$ cat src/rtl/mlfq_pkg.sv
package mlfq_pkg;

   localparam int NPROC  = 16;
   localparam int PID_W  = 5;
   localparam int IDX_W  = $clog2(NPROC);
   localparam int FILL_W = $clog2(NPROC + 1);
   localparam int NLEVEL = 3;

   localparam logic [2:0] ST_UNUSED   = 3'd0;
   localparam logic [2:0] ST_READY    = 3'd1;
   localparam logic [2:0] ST_RUNNING  = 3'd2;
   localparam logic [2:0] ST_RUNNABLE = 3'd3;
   localparam logic [2:0] ST_SLEEPING = 3'd4;
   localparam logic [2:0] ST_WAITING  = 3'd5;

   localparam logic [2:0] KIND_ARRIVE = 3'd0;
   localparam logic [2:0] KIND_YIELD  = 3'd1;
   localparam logic [2:0] KIND_STOP   = 3'd2;
   localparam logic [2:0] KIND_SLEEP  = 3'd3;
   localparam logic [2:0] KIND_SETST  = 3'd4;

   localparam logic [1:0] REG_QUANTUM = 2'd0;
   localparam logic [1:0] REG_SYSPID  = 2'd1;
   localparam logic [1:0] REG_MIDQ    = 2'd2;
   localparam logic [1:0] REG_LOWQ    = 2'd3;

   localparam logic [1:0] LV_HIGH = 2'd0;
   localparam logic [1:0] LV_MID  = 2'd1;
   localparam logic [1:0] LV_LOW  = 2'd2;

   typedef struct packed {
      logic             push;
      logic             drop;
      logic [IDX_W-1:0] pos;
      logic [PID_W-1:0] pid;
   } qcmd_type;

   typedef struct packed {
      logic             wr;
      logic             shift;
      logic [PID_W-1:0] wdata;
   } cell_ctl_type;

endpackage

$ cat src/rtl/mlfq_qcell.sv
module mlfq_qcell
   import mlfq_pkg::*;
(
   input  logic             clock,
   input  cell_ctl_type     ctl,
   input  logic [PID_W-1:0] neighbor,
   output logic [PID_W-1:0] entry
);

   logic [PID_W-1:0] entry_ff;
   logic [PID_W-1:0] entry_in;

   always_comb begin
      entry_in = entry_ff;
      if (ctl.shift) begin
         entry_in = neighbor;
      end else if (ctl.wr) begin
         entry_in = ctl.wdata;
      end
   end

   always_ff @(posedge clock) begin
      entry_ff <= entry_in;
   end

   assign entry = entry_ff;

endmodule

$ cat src/rtl/mlfq_queue.sv
module mlfq_queue
   import mlfq_pkg::*;
(
   input  logic              clock,
   input  logic              reset,
   input  qcmd_type          cmd,
   input  logic [IDX_W-1:0]  rd_idx,
   output logic [PID_W-1:0]  rd_entry,
   output logic [FILL_W-1:0] fill
);

   logic [FILL_W-1:0] fill_ff;
   logic [FILL_W-1:0] fill_in;
   logic [PID_W-1:0]  entries [NPROC];
   logic              full;

   assign full = (fill_ff == FILL_W'(NPROC));

   for (genvar k = 0; k < NPROC; k++) begin : g_cell
      cell_ctl_type     ctl;
      logic [PID_W-1:0] nb;
      assign ctl.wr    = cmd.push && !full && (fill_ff == FILL_W'(k));
      assign ctl.shift = cmd.drop && (IDX_W'(k) >= cmd.pos)
                         && (FILL_W'(k) + FILL_W'(1) < fill_ff);
      assign ctl.wdata = cmd.pid;
      if (k + 1 < NPROC) begin : g_nb
         assign nb = entries[k + 1];
      end else begin : g_last
         assign nb = '0;
      end
      mlfq_qcell u_cell (
         .clock    (clock),
         .ctl      (ctl),
         .neighbor (nb),
         .entry    (entries[k])
      );
   end

   always_comb begin
      fill_in = fill_ff;
      if (cmd.push && !full) begin
         fill_in = fill_ff + FILL_W'(1);
      end else if (cmd.drop) begin
         fill_in = fill_ff - FILL_W'(1);
      end
   end

   always_ff @(posedge clock) begin
      if (reset) begin
         fill_ff <= '0;
      end else begin
         fill_ff <= fill_in;
      end
   end

   assign rd_entry = entries[rd_idx];
   assign fill     = fill_ff;

endmodule

$ cat config.mk
export PLATFORM = sky130hd
export DESIGN_NAME = mlfq_queue
export DESIGN_NICKNAME = d
export VERILOG_FILES = /design/src/rtl/mlfq_pkg.sv /design/src/rtl/mlfq_qcell.sv /design/src/rtl/mlfq_queue.sv
export SDC_FILE = /design/constraint.sdc
export NUM_CORES = 1
export LEC_CHECK = 0
export BUFFER_PORTS_ARGS = -buffer_cell sky130_fd_sc_hd__buf_2
export CAP_MARGIN = 40
export CORE_ASPECT_RATIO = 2
export CORE_UTILIZATION = 45
export CTS_CLUSTER_SIZE = 30
export DETAILED_ROUTE_END_ITERATION = 16
export GPL_ROUTABILITY_DRIVEN = 0
export SYNTH_ARGS = -nofsm -noshare
export SYNTH_HDL_FRONTEND = slang
export SYNTH_SLANG_ARGS = --single-unit
$ cat constraint.sdc
create_clock -name clock -period 2.35 [get_ports clock]
set_input_delay 0.235 -clock clock [delete_from_list [all_inputs] [get_ports clock]]
set_output_delay 0.235 -clock clock [all_outputs]
set_load 0.01 [all_outputs]
==> qor.csv <==
stage;metric;value;unit
status;outcome;completed;
synth;largest family of logic cells by synthesized area;multiplexers;
synth;Post-synth EDFFs;75;
synth;FFs w/ async S/R, synth;0;%
die;chip width;75.62;µm
die;die height;149.2;µm
synth;sequential area share after synthesis;50.28;%
global_route;GRT Util Overall;23.98;%
critical_path;CP Data Arrival Time;2.21;ns
detailed_routing;via count;3056;
critical_path;CP Depth;4;
layout;area of the multi-input gates;2311;µm²
clock_network;TritonCTS Buffers;9;
sta;RSZ-0062 raised after global routing;no;
placement;dpl ws;0.2469;ns
layout;layout cell share with drive strength beyond 1;44.42;%
detailed_routing;Routed Antenna Nets;0;
sta;Worst-Margin Slew;0.5534;ns
synth;Synth Cell Area;4877;µm²
synth;Synth Warn #;0;
min_path;Worst Hold Path Cells;2;
critical_path;cells along the critical path;or4b_4 -> nand4b_4 -> nand2b_1 -> mux2_4;
synth;dominant cells by area after synthesis;edfxtp_1 46%, mux2_2 16%, mux4_2 9.2%;
sta;hold_ws;0.1647;ns
sta;min Tclk post-route;2.120;ns
detailed_routing;Via density;5.854;
die;I/O pin total;27;
synth;Synthesized Nets;370;
clock_network;Root Buffer;clkbuf_16;
detailed_routing;DR pass1 iterations;7;
critical_path;crit path kind;reg -> reg;
placement;Post-DP HPWL;9641;µm
clock_network;htree depth;3;
global_route;vias in the first global route;3247;
sta;period utilization;90.22;%
layout;Nets;402;
global_route;largest net degree at the start of global routing;19;
sta;Worst Slack Setup Final;0.2297;ns
critical_path;Buf/Inv on CP;0;
die;core area;10540;µm²
synth;cell taking the most area after synthesis;edfxtp_1;
clock_network;deepest clock path buffer count;2;
critical_path;FF-to-FF path depth;4;
layout;Final Cell Area;5490;µm²
clock_network;clock tree sinks;85;
detailed_routing;final wirelength;12100;µm
layout;n_diodes;0;
detailed_routing;wire length per cell;23.18;µm
synth;Synth Instances;348;
critical_path;critical path required time;2.44;ns
synth;most common cell in the netlist;edfxtp_1;
detailed_routing;drt first-iter violations;115;
synth;Compound-Gate Fraction of Synth Area;6.003;%
synth;post-synthesis simple-gate area fraction;10.47;%
sta;final hold viol count;0;
placement;placed inst area;5189;µm²
layout;FILL cells;926;
min_path;HP Class;in -> reg;
synth;post-synthesis cell type count;50;
placement;IO buf count;26;
flow_run;# Max-Cap Violations;0;
synth;Yosys top cell area share;46.18;%
synth;XOR/XNOR Fraction of Synth Area;0.1796;%
power_and_ir_drop;Leak;1.972;nW
clock_network;post-cts repair resize count;0;
clock_network;# hold bufs at CTS;0;
synth;post-synthesis mux area share;29.45;%
synth;most frequent cells after synthesis;75 x edfxtp_1, 68 x mux2_2, 30 x nand2_1;
detailed_routing;DRC;0;
synth;Yosys reg bits;85;
sta;fmax;0.4716;GHz
global_route;initial antenna violation count;0;
clock_network;CTS tree;yes;
critical_path;CP max stage cell;or4b_4;
layout;Storage cell area;2452;µm²
global_route;first-pass GRT wire length;18800;µm
sta;relative slew slack;63.11;%
synth;Synth Area in Adders;1.283;%
sta;Finish-stage setup viols;0;
layout;Layout area overhead;12.57;%
die;die area;11280;µm²
global_route;total global routing overflow;0;
power_and_ir_drop;Power Density;724.4;nW/µm²
clock_network;register clock-pin slew on the reported worst setup and hold paths;0.07;ns
sta;Fin Setup TNS;0;ns
critical_path;crit-path max cell delay;0.55;ns
synth;top_reg_cell synth;edfxtp_1;
synth;Syn Area/Cell;14.01;µm²
critical_path;top cell family by delay on the critical path;simple AND/OR/NAND/NOR gates;
power_and_ir_drop;worst vdd ir;0.0004046;V
clock_network;Clock Latency Late Sink;0.35;ns
critical_path;startpoint class of the critical path;flop;
sta;Slew Viols, Final;0;
clock_network;Post-CTS Setup Inserts;0;
die;Initial Util;46.26;%
sta;clk_skew;0.01072;ns
die;row count;53;
critical_path;worst-path fanout max;9;
critical_path;Worst Setup End Kind;flop;
==> layer usage <==
metal | up-vias | wire length (µm) | share of wire [%] | track usage [%]
li1 | 1421 | - | - | -
met1 | 1545 | 4101 | 34 | 23.12
met2 | 58 | 7096 | 59 | 45.00
met3 | 32 | 276 | 2.3 | 4.459
met4 | 0 | 623 | 5.1 | 13.33
met5 | - | 0 | 0 | 0
==> logic make-up (layout without fill, tap and decap cells) <==
family	count (synthesis)	after routing
AOI/OAI and AO/OA	34	34
xor gates and xnor gates	1	1
adders and majority gates	5	5
buffers and inverters	23	60
DFF	85	85
muxes	105	105
and+or+nand+nor	95	95
==> where the power goes <==
group | switching, W | internal [W]
registers | 0.0000712 | 0.00178
logic | 0.000391 | 0.000321
clock network | 0.000663 | 0.000753
total | 0.00113 | 0.00285
==> per-stage QoR <==
step	instances	power, W	utilization, %
floorplan	348	0.002354	-
global placement	506	0.002582	49.21
detailed placement	506	0.002595	49.21
CTS	522	0.004015	52.07
global route	522	0.004146	52.07
finish	522	0.003977	52.07
==> flip-flops by register name (all words and copies together) (netlist names) <==
name                 flops
g_cell.u_cell.entry     80
fill                     5
==> layout make-up <==
cell class | count | area share [%]
clock buffer | 9 | 4.102
clock inverter | 7 | 1.390
inverter | 3 | 0.2051
tap | 137 | 3.122
multi-input combinational | 240 | 42.09
timing repair buffer | 41 | 4.421
sequential | 85 | 44.67
==> final timing paths <==
kind                                           start                                      end  slack (ns)
max                             fill[3]$_SDFFE_PP0P_      g_cell[8].u_cell.entry[3]$_DFFE_PP_        0.23
min                                            reset                     fill[0]$_SDFFE_PP0P_        0.16
max reg2reg                     fill[3]$_SDFFE_PP0P_      g_cell[8].u_cell.entry[3]$_DFFE_PP_        0.23
min reg2reg  g_cell[15].u_cell.entry[4]$_SDFFE_PP0P_  g_cell[15].u_cell.entry[4]$_SDFFE_PP0P_        0.54
==> cells in the final DEF (no fill, tap or decap), drive strengths merged, types with 2 or more instances in the layout <==
master	count
or2	2
mux2	78
mux4	20
nor2b	6
ha	5
nand2b	2
o21ai	7
a21o	2
and2	2
a21oi	6
edfxtp	75
inv	6
and4	2
mux2i	7
buf	41
nor3b	3
clkbuf	9
a31o	2
clkinv	4
and3	3
a211oi	2
a22oi	5
nand2	30
nor3	2
o21bai	2
dfxtp	10
nand3	19
nor2	20
No activity file was read; power rests on OpenSTA's default activity.
